--- src/design/bsb_pkg.sv ---
// Shared types, widths and helpers for the bounding sphere builder.
// No dependencies; used by every module in the design folder.
package bsb_pkg;

  localparam int MAX_VERTICES = 4096;
  localparam int ADDR_W       = $clog2(MAX_VERTICES);
  localparam int CNT_W        = $clog2(MAX_VERTICES + 1);
  localparam int COORD_W      = 24;
  localparam int RAD_W        = 26;
  localparam int DSQ_W        = 2 * RAD_W;
  localparam int MUL_W        = RAD_W + 1;
  localparam int PROD_W       = 2 * MUL_W;

  typedef struct packed {
    logic signed [COORD_W-1:0] x;
    logic signed [COORD_W-1:0] y;
    logic signed [COORD_W-1:0] z;
  } vec3_t;

  typedef enum logic [1:0] {
    AX_X,
    AX_Y,
    AX_Z
  } axis_t;

  typedef enum logic [1:0] {
    PASS_A,
    PASS_B,
    PASS_DD,
    PASS_GROW
  } pass_t;

  typedef enum logic [3:0] {
    ST_LOAD,
    ST_FIRST,
    ST_FIRSTW,
    ST_RD,
    ST_SQ,
    ST_SUM,
    ST_CMP,
    ST_INIT,
    ST_SQRT,
    ST_R2,
    ST_R2W,
    ST_GMUL,
    ST_DIVS,
    ST_DIV,
    ST_FIN
  } state_t;

  function automatic logic signed [COORD_W-1:0] axis_of(vec3_t v, axis_t ax);
    case (ax)
      AX_X:    return v.x;
      AX_Y:    return v.y;
      default: return v.z;
    endcase
  endfunction

  function automatic logic signed [COORD_W-1:0] sat_coord(logic signed [COORD_W+2:0] v);
    logic signed [COORD_W+2:0] hi;
    logic signed [COORD_W+2:0] lo;
    hi = (COORD_W+3)'(2 ** (COORD_W - 1) - 1);
    lo = -(COORD_W+3)'(2 ** (COORD_W - 1));
    if (v > hi) return hi[COORD_W-1:0];
    if (v < lo) return lo[COORD_W-1:0];
    return v[COORD_W-1:0];
  endfunction

endpackage

--- src/design/bsb_isqrt.sv ---
// Digit-by-digit integer square root, one result bit per cycle.
// Depends on bsb_pkg for widths.
module bsb_isqrt (
  input  logic                      clk,
  input  logic                      rst_n,
  input  logic                      start,
  input  logic [bsb_pkg::DSQ_W-1:0] radicand,
  output logic                      done,
  output logic [bsb_pkg::RAD_W-1:0] root
);
  import bsb_pkg::*;

  localparam int CW = $clog2(RAD_W + 1);

  logic            busy_r, busy_nxt;
  logic            done_r, done_nxt;
  logic [CW-1:0]   cnt_r, cnt_nxt;
  logic [DSQ_W-1:0] n_r, n_nxt;
  logic [RAD_W+1:0] rem_r, rem_nxt;
  logic [RAD_W-1:0] root_r, root_nxt;
  logic [RAD_W+1:0] rem_sh, trial;

  always_ff @(posedge clk) begin
    if (!rst_n) begin
      busy_r <= 1'b0;
      done_r <= 1'b0;
      cnt_r  <= '0;
    end else begin
      busy_r <= busy_nxt;
      done_r <= done_nxt;
      cnt_r  <= cnt_nxt;
    end
    n_r    <= n_nxt;
    rem_r  <= rem_nxt;
    root_r <= root_nxt;
  end

  always_comb begin
    busy_nxt = busy_r;
    done_nxt = 1'b0;
    cnt_nxt  = cnt_r;
    n_nxt    = n_r;
    rem_nxt  = rem_r;
    root_nxt = root_r;
    rem_sh   = {rem_r[RAD_W-1:0], n_r[DSQ_W-1 -: 2]};
    trial    = {root_r, 2'b01};
    if (start) begin
      busy_nxt = 1'b1;
      cnt_nxt  = CW'(RAD_W);
      n_nxt    = radicand;
      rem_nxt  = '0;
      root_nxt = '0;
    end else if (busy_r) begin
      n_nxt = {n_r[DSQ_W-3:0], 2'b00};
      if (rem_sh >= trial) begin
        rem_nxt  = rem_sh - trial;
        root_nxt = {root_r[RAD_W-2:0], 1'b1};
      end else begin
        rem_nxt  = rem_sh;
        root_nxt = {root_r[RAD_W-2:0], 1'b0};
      end
      cnt_nxt = cnt_r - CW'(1);
      if (cnt_r == CW'(1)) begin
        busy_nxt = 1'b0;
        done_nxt = 1'b1;
      end
    end
  end

  assign done = done_r;
  assign root = root_r;

endmodule

--- config.mk ---
export PLATFORM = sky130hd
export DESIGN_NAME = bsb_isqrt
export DESIGN_NICKNAME = d
export VERILOG_FILES = /design/src/design/bsb_pkg.sv /design/src/design/bsb_isqrt.sv
export SDC_FILE = /design/constraint.sdc
export NUM_CORES = 1
export LEC_CHECK = 0
export BUFFER_PORTS_ARGS = -buffer_cell sky130_fd_sc_hd__buf_2
export CAP_MARGIN = 25
export CORE_UTILIZATION = 25
export DETAILED_ROUTE_END_ITERATION = 8
export SLEW_MARGIN = 25
export SYNTH_ARGS = -nofsm -noshare
export SYNTH_HDL_FRONTEND = slang
export SYNTH_SLANG_ARGS = --single-unit
export TNS_END_PERCENT = 1
--- constraint.sdc ---
create_clock -name clk -period 5.85 [get_ports clk]
set_input_delay 0.2925 -clock clk [delete_from_list [all_inputs] [get_ports clk]]
set_output_delay 0.2925 -clock clk [all_outputs]
set_load 0.02 [all_outputs]
# Yosys cells after proc, flatten, opt, wreduce, memory -nomap -nowiden
# Cells that the tools add are included.
# totals
reg_bits	111
latchBits	0
ramBits	0
mem_bits_ro	0
output_inout_bits	27
elab_cells	26
n_memories	0
# classes
n_addsub	2
mul	0
n_div	0
n_lt_le_gt_ge	1
n_eq_ne	1
shifts	0
muxes	10
n_bitwise	2
n_reduce_logical	3
# op_table
cell	n
52-bit two-way mux	2
28-bit greater-or-equal comparator	1
26-bit two-way mux	1
26-bit subtractor	1
5-bit two-way mux	2
5-bit by 1-bit == test with 1-bit output, second input constant	1
1-bit two-way mux	5
5-bit by 1-bit subtractor with 5-bit output, second input constant	1
3-bit OR reduction	1
1-bit inverter	2
2-bit nonzero test	1
2-bit OR reduction	1

# Depth between registers and ports, before layout
# logic_depth
word_depth	4
mapped_depth	11
ltp_nobuf	9

# Worst setup path before layout
# OpenSTA, ideal clock, no wires.
# synth_timing
path_type	register to register
start	register root_r[17], in the netlist root[17]
end	register rem_r[24]
setup_ns	0.130
t_arrival_ns	2.779
required_time_ns	5.720
slack_ns	2.941
path_stages_with_launch	12
path_cell_list	dfxtp_1 > inv_1 > ha_1 > clkbuf_2 > and4_4 > nand2_2 > or3_1 > or3_4 > a211o_2 > buf_2 > a41oi_1 > o31ai_1
# synth_via
elab_chain_cells	2
word_cells_on_any_way	3
classes_between	add/sub (1); order compare (1); mux (1)
# synth_rtl
element	line	source
start, declared	bsb_isqrt.sv:20	logic [RAD_W-1:0] root_r, root_nxt;
start signal, assigned	bsb_isqrt.sv:35	root_r <= root_nxt;
26-bit subtractor or 28-bit greater-or-equal comparator (tied branches)	bsb_isqrt.sv:56, bsb_isqrt.sv:55	
26-bit two-way mux (*)	bsb_isqrt.sv:55	if (rem_sh >= trial) begin
end signal, assigned	bsb_isqrt.sv:34	rem_r <= rem_nxt;
end, declared	bsb_isqrt.sv:19	logic [RAD_W+1:0] rem_r, rem_nxt;
# Mark *: on every way between the ends. The rest lies on a longest branch, timed or not.
# A chain may end at the register's enable or synchronous reset.

# Worst setup path in the final report
# layout_timing
start	register root_r[14], in the netlist root[14]
end	register rem_r[19]
# The elaborated chain is that of the path after synthesis.

==> metrics.md <==
| Metric | Value |
|---|---|
| Pin count of the biggest net entering global routing | 80 |
| Die Y | 160 um |
| Row cnt | 57 |
| GRT Resource Usage Total | 0.120 |
| Peak VDD IR | 0.339 mV |
| Crit path cell chain | inv_1 -> ha_1 -> and4_4 -> nand2_2 -> or3_1 -> or3_4 -> a211oi_4 -> o21ai_0 -> o211ai_1 |
| Core area | 24300 um2 |
| Post-synth EDFFs | 52 |
| Via count | 4768 |
| CTS tree | yes |
| P_sw | 0.00164 W |
| Initial Util | 0.255 |
| Seq/Total Area, Yosys | 0.442 |
| CTS Buf Count | 9 |
| Share of post-route cells with drive strength above 1 | 0.248 |
| P_int | 0.00195 W |
| Vias in the first global route | 4608 |
| Buffers on Ports | 81 |
| Die X-Extent | 160 um |
| Clock Sinks | 111 |
| Die area | 25500 um2 |
| Post-place setup slack | 2470 ps |
| Stages on worst setup path | 9 |
| Worst setup EP type | flop |
| Type of origin of the critical path | flop |
| Worst Slack Setup Final | 2400 ps |
| Synth Area per Inst | 10.1 um2 |
| Final hold vios | 0 |
| Net count, final | 762 |
| Post-Route Skew | 7.65 ps |
| Max Cap Violations | 0 |
| Slowest cell on the critical path | a211oi_4 |
| RSZ-0062 raised after global routing | no |
| WHS Endpoint | cnt_r[0] |
| Total gr overflow | 0 |
| Design area | 7160 um2 |
| Filler Cell Count | 2557 |
| Fraction of registers with async set/reset | 0 |
| Initial antenna violation count | 4 |
| Post-CTS setup buffer count | 0 |
| Status | complete, no violations |
| Dominant cells by area after synthesis | edfxtp_1, dfxtp_1, mux2_2 |
| Antenna-violating nets left | 0 |
| Setup violations, final | 0 |
| Slew Limit Fails | 0 |
| Final core occ | 0.294 |
| Tcrit/Tclk final | 0.589 |
| 1st-iter DRT viols | 333 |
| Switching Share | 0.456 |
| Buf/Inv on CP | 1 |
| DRC viols | 0 |
| Synth Net Count | 698 |
| Synthesized flop and latch total | 111 |
| Root buffer cell | clkbuf_16 |
| LEAKAGE | 2.79 nW |
| P&R area growth vs syn | 15.4% |
| Vias per cell | 4.73 |
| Detailed-router iteration count before antenna repair | 5 |
| Crit. Startpoint | root[14] |
| Clock power share | 0.173 |
| DRT Wirelength | 14700 um |
| Worst skew pair latency | 360 ps |
| Reg2Reg Depth | 9 |
| Placed Area | 6870 um2 |
| I/O pins | 82 |
| Post-synth cell types | 59 |
| Routed len/inst | 14.6 um |
| Critical path required time | 6140 ps |
| Hold_buf cts | 0 |
| Synth Instances | 613 |
| Combinational share of power | 0.546 |
| Setup TNS | 0 ps |
| Crit path max-delay family | compound AO/OA/AOI/OAI gates |
| Max H-tree Level | 3 |
| Final Wtd Congestion | 0.886 |
| Post-cts resize count | 0 |
| Hold slack | 207 ps |
| Post-Syn Area | 6210 um2 |
| Crit Path Category | reg2reg |
| RR Endpoint | rem_r[19] |
| Post-synth top flop | dfxtp_1 |
| Flop2flop setup slack | 2400 ps |
| CP arrival | 3740 ps |
| First-pass GRT wire length | 24400 um |
| Min cycle time layout | 3450 ps |
| Critical hold path startpoint | rst_n |
| Measured slew at the worst slew-check pin | 1030 ps |
| Yosys top cell area share | 0.252 |
| Clock Pin Slew Worst Setup and Hold Paths | 80 ps |
| Hold Crit Depth | 3 |
| Dpl hpwl | 10200 um |
| Power density over cell area | 501 nW/um2 |
| Rel. slew slack | 0.314 |
| R2r startpoint | root[14] |
| Clk buf depth | 2 |
| YS warnings | 0 |
| Max incr delay on CP | 740 ps |
| Worst Path Max Fanout | 18 |
| Leading area contributor after synthesis | edfxtp_1 |
| Hold crit path type | in2reg |
| Sequential Power Share | 0.281 |
| FMAX | 0.290 GHz |
==> worst max path at each step <==
stage / slack [ps] / endpoint
6_report: 2400 / rem_r[19]
5_1_grt: 2210 / rem_r[19]
3_5_place_dp: 2470 / rem_r[19]
2_1_floorplan: 2940 / rem_r[24]
3_3_place_gp: 2530 / rem_r[21]
4_1_cts: 2450 / rem_r[19]
==> registers in the layout (all words and copies together), names as in the netlist <==
name    count
root       26
done        1
n_r        52
busy_r      1
cnt_r       5
rem_r      26
==> power groups by stage <==
stage | sequential, W | clock [W] | combinational, W
2_1_floorplan | 0.000994 | 0 | 0.00154
3_3_place_gp | 0.00103 | 0 | 0.00194
3_5_place_dp | 0.00103 | 0 | 0.00194
4_1_cts | 0.00101 | 0.000646 | 0.00195
5_1_grt | 0.00102 | 0.000678 | 0.00218
6_report | 0.00101 | 0.000622 | 0.00196
==> layout by cell type (no fill, tap or decap), types with 4 or more instances in the layout <==
cell type	synthesis	routed
a211oi_1	5	5
a21o_1	8	8
a21oi_1	29	29
a311oi_1	10	10
a31oi_1	8	8
and2_1	5	5
buf_2	4	80
buf_4	5	5
clkbuf_16	0	9
dfxtp_1	59	58
edfxtp_1	52	52
ha_1	30	30
inv_1	42	41
mux2_2	50	50
mux2i_1	25	25
nand2_1	27	27
nand2b_1	5	5
nand3_1	19	19
nand4_1	8	8
nor2_1	64	64
nor3_1	10	10
nor3b_1	4	4
o211ai_1	10	10
o21a_1	5	5
o21ai_0	22	22
o21ai_1	7	7
o21bai_1	4	4
o31ai_1	7	7
or3_1	4	4
xnor2_1	13	13
xor2_1	10	10
==> layer usage <==
metal	share of wire	GRT usage	vias to the layer above
met3	0.089	0.0492	20
li1	-	-	2383
met4	0.014	0.0341	4
met2	0.43	0.179	142
met1	0.46	0.157	2219
met5	0.0016	0	-
==> synthesized netlist by cell type (3+ instances only) <==
| cell | n |
|---|---|
| dfxtp_1 | 59 |
| a41oi_1 | 3 |
| nor3b_1 | 4 |
| o21ai_0 | 22 |
| edfxtp_1 | 52 |
| ha_1 | 30 |
| xnor2_1 | 13 |
| o31ai_1 | 7 |
| nor3_1 | 10 |
| mux2_2 | 50 |
| nand2_1 | 27 |
| nand2b_1 | 5 |
| inv_1 | 42 |
| a311oi_1 | 10 |
| xor2_1 | 10 |
| buf_2 | 4 |
| o41ai_1 | 3 |
| buf_6 | 5 |
| buf_1 | 4 |
| a21oi_1 | 29 |
| o211ai_1 | 10 |
| buf_4 | 5 |
| o21bai_1 | 4 |
| clkbuf_1 | 12 |
| a21o_1 | 8 |
| a211oi_1 | 5 |
| and3_1 | 3 |
| a31oi_1 | 8 |
| o21ai_1 | 7 |
| mux2i_1 | 25 |
| a31o_2 | 3 |
| nand3_1 | 19 |
| and2_1 | 5 |
| or3_1 | 4 |
| nor4_1 | 3 |
| o21a_1 | 5 |
| nand4_1 | 8 |
| nor2_1 | 64 |
==> tightest hold or removal path, stage by stage <==
cell      delay [ps]
buf_2            100
nand2b_1          90
nor2_1            50
==> per-stage QoR <==
stage / std cells / total power [W]
floorplan: 613 / 0.00253
global placement: 990 / 0.00297
detailed placement: 990 / 0.00296
CTS: 1006 / 0.00360
global route: 1006 / 0.00388
finish: 1008 / 0.00359
==> cell type report <==
type                    instances  area (um2)  share of cell area
diodes                          2        5.00            0.000699
clock inverters                 7        63.8             0.00891
multi-input cells             428        3120               0.436
well taps                     324         405              0.0566
repair buffers                 85         438              0.0612
clock buffers                   9         225              0.0315
flip-flops and latches        111        2740               0.383
inverters                      42         158              0.0220
==> logic make-up (layout without fill, tap and decap cells) <==
logic type	Yosys count	after routing	share of synthesized area
AOI/OAI and AO/OA	139	139	0.155
and+or+nand+nor	161	161	0.124
adders and majority gates	30	30	0.0605
buffers and inverters	74	143	0.0550
DFF	111	111	0.442
other	0	2	0
muxes	75	75	0.131
xor gates and xnor gates	23	23	0.0325
No activity file was read; power rests on OpenSTA's default activity.
