File: src/design/bsb_pkg.sv
// Shared types, widths and helpers for the bounding sphere builder.
// No dependencies; used by every module in the design folder.
package bsb_pkg;

  localparam int MAX_VERTICES = 4096;
  localparam int ADDR_W       = $clog2(MAX_VERTICES);
  localparam int CNT_W        = $clog2(MAX_VERTICES + 1);
  localparam int COORD_W      = 24;
  localparam int RAD_W        = 26;
  localparam int DSQ_W        = 2 * RAD_W;
  localparam int MUL_W        = RAD_W + 1;
  localparam int PROD_W       = 2 * MUL_W;

  typedef struct packed {
    logic signed [COORD_W-1:0] x;
    logic signed [COORD_W-1:0] y;
    logic signed [COORD_W-1:0] z;
  } vec3_t;

  typedef enum logic [1:0] {
    AX_X,
    AX_Y,
    AX_Z
  } axis_t;

  typedef enum logic [1:0] {
    PASS_A,
    PASS_B,
    PASS_DD,
    PASS_GROW
  } pass_t;

  typedef enum logic [3:0] {
    ST_LOAD,
    ST_FIRST,
    ST_FIRSTW,
    ST_RD,
    ST_SQ,
    ST_SUM,
    ST_CMP,
    ST_INIT,
    ST_SQRT,
    ST_R2,
    ST_R2W,
    ST_GMUL,
    ST_DIVS,
    ST_DIV,
    ST_FIN
  } state_t;

  function automatic logic signed [COORD_W-1:0] axis_of(vec3_t v, axis_t ax);
    case (ax)
      AX_X:    return v.x;
      AX_Y:    return v.y;
      default: return v.z;
    endcase
  endfunction

  function automatic logic signed [COORD_W-1:0] sat_coord(logic signed [COORD_W+2:0] v);
    logic signed [COORD_W+2:0] hi;
    logic signed [COORD_W+2:0] lo;
    hi = (COORD_W+3)'(2 ** (COORD_W - 1) - 1);
    lo = -(COORD_W+3)'(2 ** (COORD_W - 1));
    if (v > hi) return hi[COORD_W-1:0];
    if (v < lo) return lo[COORD_W-1:0];
    return v[COORD_W-1:0];
  endfunction

endpackage

File: src/design/bsb_div.sv
// Restoring unsigned divider, one quotient bit per cycle.
// Depends on bsb_pkg for widths.
module bsb_div (
  input  logic                      clk,
  input  logic                      rst_n,
  input  logic                      start,
  input  logic [bsb_pkg::DSQ_W-1:0] dividend,
  input  logic [bsb_pkg::RAD_W-1:0] divisor,
  output logic                      done,
  output logic [bsb_pkg::RAD_W-1:0] quotient
);
  import bsb_pkg::*;

  localparam int CW = $clog2(DSQ_W + 1);

  logic             busy_r, busy_nxt;
  logic             done_r, done_nxt;
  logic [CW-1:0]    cnt_r, cnt_nxt;
  logic [DSQ_W-1:0] q_r, q_nxt;
  logic [RAD_W-1:0] dsr_r, dsr_nxt;
  logic [RAD_W-1:0] rem_r, rem_nxt;
  logic [RAD_W:0]   rem_sh, diff;

  always_ff @(posedge clk) begin
    if (!rst_n) begin
      busy_r <= 1'b0;
      done_r <= 1'b0;
      cnt_r  <= '0;
    end else begin
      busy_r <= busy_nxt;
      done_r <= done_nxt;
      cnt_r  <= cnt_nxt;
    end
    q_r   <= q_nxt;
    dsr_r <= dsr_nxt;
    rem_r <= rem_nxt;
  end

  always_comb begin
    busy_nxt = busy_r;
    done_nxt = 1'b0;
    cnt_nxt  = cnt_r;
    q_nxt    = q_r;
    dsr_nxt  = dsr_r;
    rem_nxt  = rem_r;
    rem_sh   = {rem_r, q_r[DSQ_W-1]};
    diff     = rem_sh - {1'b0, dsr_r};
    if (start) begin
      busy_nxt = 1'b1;
      cnt_nxt  = CW'(DSQ_W);
      q_nxt    = dividend;
      dsr_nxt  = divisor;
      rem_nxt  = '0;
    end else if (busy_r) begin
      if (rem_sh >= {1'b0, dsr_r}) begin
        rem_nxt = diff[RAD_W-1:0];
        q_nxt   = {q_r[DSQ_W-2:0], 1'b1};
      end else begin
        rem_nxt = rem_sh[RAD_W-1:0];
        q_nxt   = {q_r[DSQ_W-2:0], 1'b0};
      end
      cnt_nxt = cnt_r - CW'(1);
      if (cnt_r == CW'(1)) begin
        busy_nxt = 1'b0;
        done_nxt = 1'b1;
      end
    end
  end

  assign done     = done_r;
  assign quotient = q_r[RAD_W-1:0];

endmodule

File: config.mk
export PLATFORM = sky130hd
export DESIGN_NAME = bsb_div
export DESIGN_NICKNAME = d
export VERILOG_FILES = /design/src/design/bsb_pkg.sv /design/src/design/bsb_div.sv
export SDC_FILE = /design/constraint.sdc
export NUM_CORES = 1
export LEC_CHECK = 0
export BUFFER_PORTS_ARGS = -buffer_cell sky130_fd_sc_hd__clkbuf_2
export CAP_MARGIN = 15
export CORE_UTILIZATION = 40
export DETAILED_ROUTE_END_ITERATION = 8
export GPL_TIMING_DRIVEN = 1
export PLACE_DENSITY_LB_ADDON = 0.1
export SYNTH_ARGS = -nofsm -noshare
export SYNTH_HDL_FRONTEND = slang
export SYNTH_SLANG_ARGS = --single-unit
File: constraint.sdc
create_clock -name clk -period 3.7 [get_ports clk]
set_clock_uncertainty 0.05 [all_clocks]
set_input_delay 0.555 -clock clk [delete_from_list [all_inputs] [get_ports clk]]
set_output_delay 0.555 -clock clk [all_outputs]
set_load 0.05 [all_outputs]
== Word level (Yosys, flattened, before mapping) ==
Index checks and enable logic that the tools add are counted.

* Memories kept: 0
* Flip-flop bits (word level): 112
* Latch bits: 0
* Memory bits (writable): 0
* Word-level logic and storage cells: 26
* ROM bits: 0

* Multiplexer cells: 10
* Shift operators: 0
* Equality and inequality tests: 1
* Div/mod/pow operators: 0
* Multipliers: 0
* Bitwise operators: 2
* Reductions and logical operators: 3
* Add/subtract/negate cells: 2
* Order comparisons: 1

{| class="wikitable"
|+ Operator list
! kind !! number
|-
| 52-bit two-way mux || 2
|-
| 27-bit by 26-bit greater-or-equal comparator with 1-bit output || 1
|-
| 26-bit two-way mux || 1
|-
| 26-bit subtractor || 1
|-
| 6-bit two-way mux || 2
|-
| 6-bit by 1-bit equality test with 1-bit output (second input constant) || 1
|-
| 6-bit by 1-bit subtractor with 6-bit output (second input constant) || 1
|-
| 1-bit two-way mux || 5
|-
| 3-bit OR reduction || 1
|-
| 1-bit NOT || 2
|-
| 2-bit nonzero test || 1
|-
| 2-bit OR reduction || 1
|}

== Logic depth before layout (Yosys ltp) ==
* Depth after elaboration: 4
* Gate-level depth with buffers: 12
* Mapped depth without buffers: 12

== Worst setup path after synthesis ==
No wires, ideal clock.

* Path kind: input-to-reg
* Start point: input port start
* End point: register q_r[0], enable pin
* Slack: 0.989 ns
* Buffers on the path: 3
* Data required time: 3.244 ns
* Library setup time: 0.406 ns
* Arrival time: 2.255 ns
* Stages on the path: 5
* Cells stage by stage: clkbuf_1 clkbuf_8 nor2_1 clkbuf_1 inv_1

* Word-level cells in the longest chain between the ends: 1

{| class="wikitable"
|+ RTL lines
! what !! RTL line !! text
|-
| from (decl) || bsb_div.sv:6 || <nowiki>input logic start,</nowiki>
|-
| 2-bit nonzero test (no source line) || -- ||
|-
| to (signal assigned) || bsb_div.sv:34 || <nowiki>q_r <= q_nxt;</nowiki>
|-
| to (decl) || bsb_div.sv:19 || <nowiki>logic [DSQ_W-1:0] q_r, q_nxt;</nowiki>
|}

Every way passes these cells.
A chain may end at the register's enable or synchronous reset.

== Worst setup path after layout ==
* Start point: register dsr_r[2]
* End point: register rem_r[0]

* Word-level cells in the longest chain between the ends: 2

{| class="wikitable"
|+ RTL lines
! what !! RTL line !! text
|-
| from (decl) || bsb_div.sv:20 || <nowiki>logic [RAD_W-1:0] dsr_r, dsr_nxt;</nowiki>
|-
| from (signal assigned) || bsb_div.sv:35 || <nowiki>dsr_r <= dsr_nxt;</nowiki>
|-
| 27-bit by 26-bit greater-or-equal comparator with 1-bit output || bsb_div.sv:55 || <nowiki>if (rem_sh >= {1'b0, dsr_r}) begin</nowiki>
|-
| 26-bit two-way mux || bsb_div.sv:55 ||
|-
| to (signal assigned) || bsb_div.sv:36 || <nowiki>rem_r <= rem_nxt;</nowiki>
|-
| to (decl) || bsb_div.sv:21 || <nowiki>logic [RAD_W-1:0] rem_r, rem_nxt;</nowiki>
|}

Every way passes these cells.

==> metrics.log <==
INFO  metric run_status = completed
INFO  metric async_reset_ff_frac = 0
INFO  metric post_cts_buffers = 0
INFO  metric synth.avg_cell_area = 11.4 sq um
INFO  metric worstPathArrival = 3.21 ns
INFO  metric fp.coreArea = 0.0153 sq mm
INFO  metric clock_path_buffers = 2
INFO  metric timing_hold_violations_final = 0
INFO  metric num_io_pins = 108
INFO  metric path_max_fanout = 8
INFO  metric drt_wl_total = 12700 microns
INFO  metric cts.clk_slew.worst_paths = 0.07 ns
INFO  metric cts_inserted_buffers = 9
INFO  metric floorplan.die.height = 127 microns
INFO  metric placement_rows = 45
INFO  metric area_fraction_of_the_dominant_cell_type_after_synthesis = 0.374
INFO  metric crit_path_start_kind = flop
INFO  metric cp_data_required_time = 3.94 ns
INFO  metric holdBufCountCts = 0
INFO  metric synthesized_netlist_net_count = 658
INFO  metric floorplan_die_area = 0.0161 sq mm
INFO  metric p_per_area = 466 mW/mm^2
INFO  metric max_h_tree_level = 3
INFO  metric drive_above_1_share = 0.313
INFO  metric post_synth_inst_count = 548
INFO  metric cellLeakagePower = 2.91 nW
INFO  metric synth.lib_cells_used.distinct = 62
INFO  metric cts_tree = yes
INFO  metric buffer_cell_driving_the_clock_tree_root = sky130_fd_sc_hd__clkbuf_16
INFO  metric post-route-drc-count = 0
INFO  metric routability_driven_placement_congestion_ratio = 0.839
INFO  metric global_route_usage_sum = 0.165
INFO  metric netlist_top_cells_count = 78 x sky130_fd_sc_hd__edfxtp_1, 52 x sky130_fd_sc_hd__mux2_2, 36 x sky130_fd_sc_hd__inv_1, 34 x sky130_fd_sc_hd__dfxtp_1, 33 x sky130_fd_sc_hd__nor2_1
INFO  metric grt_antenna_before_repair = 0
INFO  metric ys_top_cells_by_area = sky130_fd_sc_hd__edfxtp_1 37%, sky130_fd_sc_hd__dfxtp_1 11%, sky130_fd_sc_hd__mux2_2 9.4%, sky130_fd_sc_hd__ha_1 5.6%, sky130_fd_sc_hd__buf_4 3.5%
INFO  metric cts_repair_resize_count = 0
INFO  metric setup-tns-final = 0 ns
INFO  metric mappedNetlistArea = 0.00625 sq mm
INFO  metric final_nets = 735
INFO  metric area_growth = 12.6%
INFO  metric layout.cell_area.non_filler = 0.00704 sq mm
INFO  metric drt_pass1_iterations = 4
INFO  metric final.fill_count = 1443
INFO  metric ys.warnings.count = 0
INFO  metric finalSetupViolCount = 0
INFO  metric drv_slew = 0
INFO  metric drt-initial-drc-count = 146
INFO  metric dpl-instance-area = 0.00675 sq mm
INFO  metric power = 3.28 mW
INFO  metric synth_seq_cells = 112
INFO  metric ant_nets = 0
INFO  metric cell_type_with_the_highest_aggregate_area_in_the_netlist = sky130_fd_sc_hd__edfxtp_1
INFO  metric unrepaired_setup_endpoints_after_global_routing = no
INFO  metric dp_hpwl = 9330 microns
INFO  metric avgViaCountPerCell = 5.02
INFO  metric finalCoreUtilization = 0.462
INFO  metric slew_headroom = 0.658
INFO  metric total_via_count_after_detailed_routing = 4220
INFO  metric timing.max_cap.violations = 0
INFO  metric grt_start_max_net_pins = 40
INFO  metric ir_worst_vdd = 0.000275 V
INFO  metric synth.yosys.seq_area_share = 0.483
INFO  metric worst_slew_pin_slew = 0.512 ns
INFO  metric die_w = 127 microns
INFO  metric number_of_enable_flip_flop_cells_after_synthesis = 78
INFO  metric class_of_the_tightest_hold_or_removal_check = in -> reg
INFO  metric port-buffer-count = 107
INFO  metric grt_pass1_wl = 20900 microns
INFO  metric initial_util = 0.410
INFO  metric hold_slack = 0.324 ns
INFO  metric period_needed = 2.97 ns
INFO  metric first_global_vias = 4200
INFO  metric setup.worst_path.end_class = flop
INFO  metric numClockSinks = 112
INFO  metric clock_insertion_delay_worst_skew = 0.35 ns
INFO  metric crit_share_post_route = 0.804
INFO  metric worstSetupPathType = reg -> reg
INFO  metric routedWlPerCell = 15.1 microns
INFO  metric synthMostInstantiatedCell = sky130_fd_sc_hd__edfxtp_1
INFO  metric diodes = 0
INFO  metric dominantRegCellSynth = sky130_fd_sc_hd__edfxtp_1
INFO  metric timing.fmax = 0.336 GHz
INFO  metric grt-ovfl-total = 0
==> cell type report <==
class                   count  area, sq um  area share
clock buffers              10          229      0.0325
multi-input cells         350         2710       0.385
well taps                 211          264      0.0375
flip-flops and latches    112         3020       0.429
repair buffers            115          611      0.0867
inverters                  37          139      0.0197
clock inverters             5         62.6     0.00888
==> where the power goes <==
group	switching (mW)	total (mW)	internal, mW
clock network	0.454	0.984	0.530
registers	0.0554	1.53	1.47
logic	0.456	0.773	0.317
==> critical path, stage by stage, from the launching register on <==
cell and delay, ns:
sky130_fd_sc_hd__edfxtp_1 0.33, sky130_fd_sc_hd__inv_1 0.04, sky130_fd_sc_hd__ha_1 0.39, sky130_fd_sc_hd__o21a_1 0.14
sky130_fd_sc_hd__o31a_1 0.19, sky130_fd_sc_hd__o21ai_1 0.13, sky130_fd_sc_hd__a21oi_2 0.33, sky130_fd_sc_hd__a221oi_4 0.14
sky130_fd_sc_hd__o31ai_4 0.47, sky130_fd_sc_hd__buf_4 0.28, sky130_fd_sc_hd__mux2_4 0.32, sky130_fd_sc_hd__o21ai_2 0.10
==> state kept, by name, indices dropped and copies added, names as in the netlist <==
signal	cells
rem_r	26
done	1
busy_r	1
dsr_r	26
q_r	52
cnt_r	6
==> per-layer routing <==
layer  global-route usage  routed length, microns  vias up
met5                    0                       0        -
met4               0.0595                     216        0
met3               0.0549                     792       15
met2                0.269                    5900       94
met1                0.204                    5780     1990
li1                     -                       -     2121
==> layout by cell type, fill, tap and decap left out, types with 20 or more instances in the layout <==
cell                       instances
sky130_fd_sc_hd__ha_1             28
sky130_fd_sc_hd__clkbuf_2        106
sky130_fd_sc_hd__nand2_1          29
sky130_fd_sc_hd__mux2_2           52
sky130_fd_sc_hd__dfxtp_1          34
sky130_fd_sc_hd__mux2i_1          20
sky130_fd_sc_hd__nor2_1           33
sky130_fd_sc_hd__xnor2_1          20
sky130_fd_sc_hd__edfxtp_1         78
sky130_fd_sc_hd__inv_1            35
sky130_fd_sc_hd__a21oi_1          25
==> cell families after synthesis <==
kind of cell / synth area share
AO/OA/AOI/OAI: 0.127
flip-flops: 0.483
AND/OR/NAND/NOR: 0.0818
buffers and inverters: 0.0828
multiplexers: 0.128
adder cells (fa/ha/maj): 0.0592
XOR/XNOR: 0.0378
==> worst paths after layout <==
| check | startpoint | to | slack [ns] | depth (start not counted) |
|---|---|---|---|---|
| hold reg to reg | rem_r[2] | rem_r[2] | 0.43 | 2 |
| hold / removal | divisor[5] | dsr_r[5] | 0.32 | 1 |
| setup / recovery | dsr_r[2] | rem_r[0] | 0.73 | 11 |
| setup reg to reg | dsr_r[2] | rem_r[0] | 0.73 | 11 |
==> stage by stage <==
stage	cells	setup slack, ns
2_1_floorplan	548	0.989
3_3_place_gp	825	0.753
3_5_place_dp	825	0.741
4_1_cts	840	0.710
5_1_grt	840	0.457
6_report	840	0.726
(Power assumes the default switching activity.)
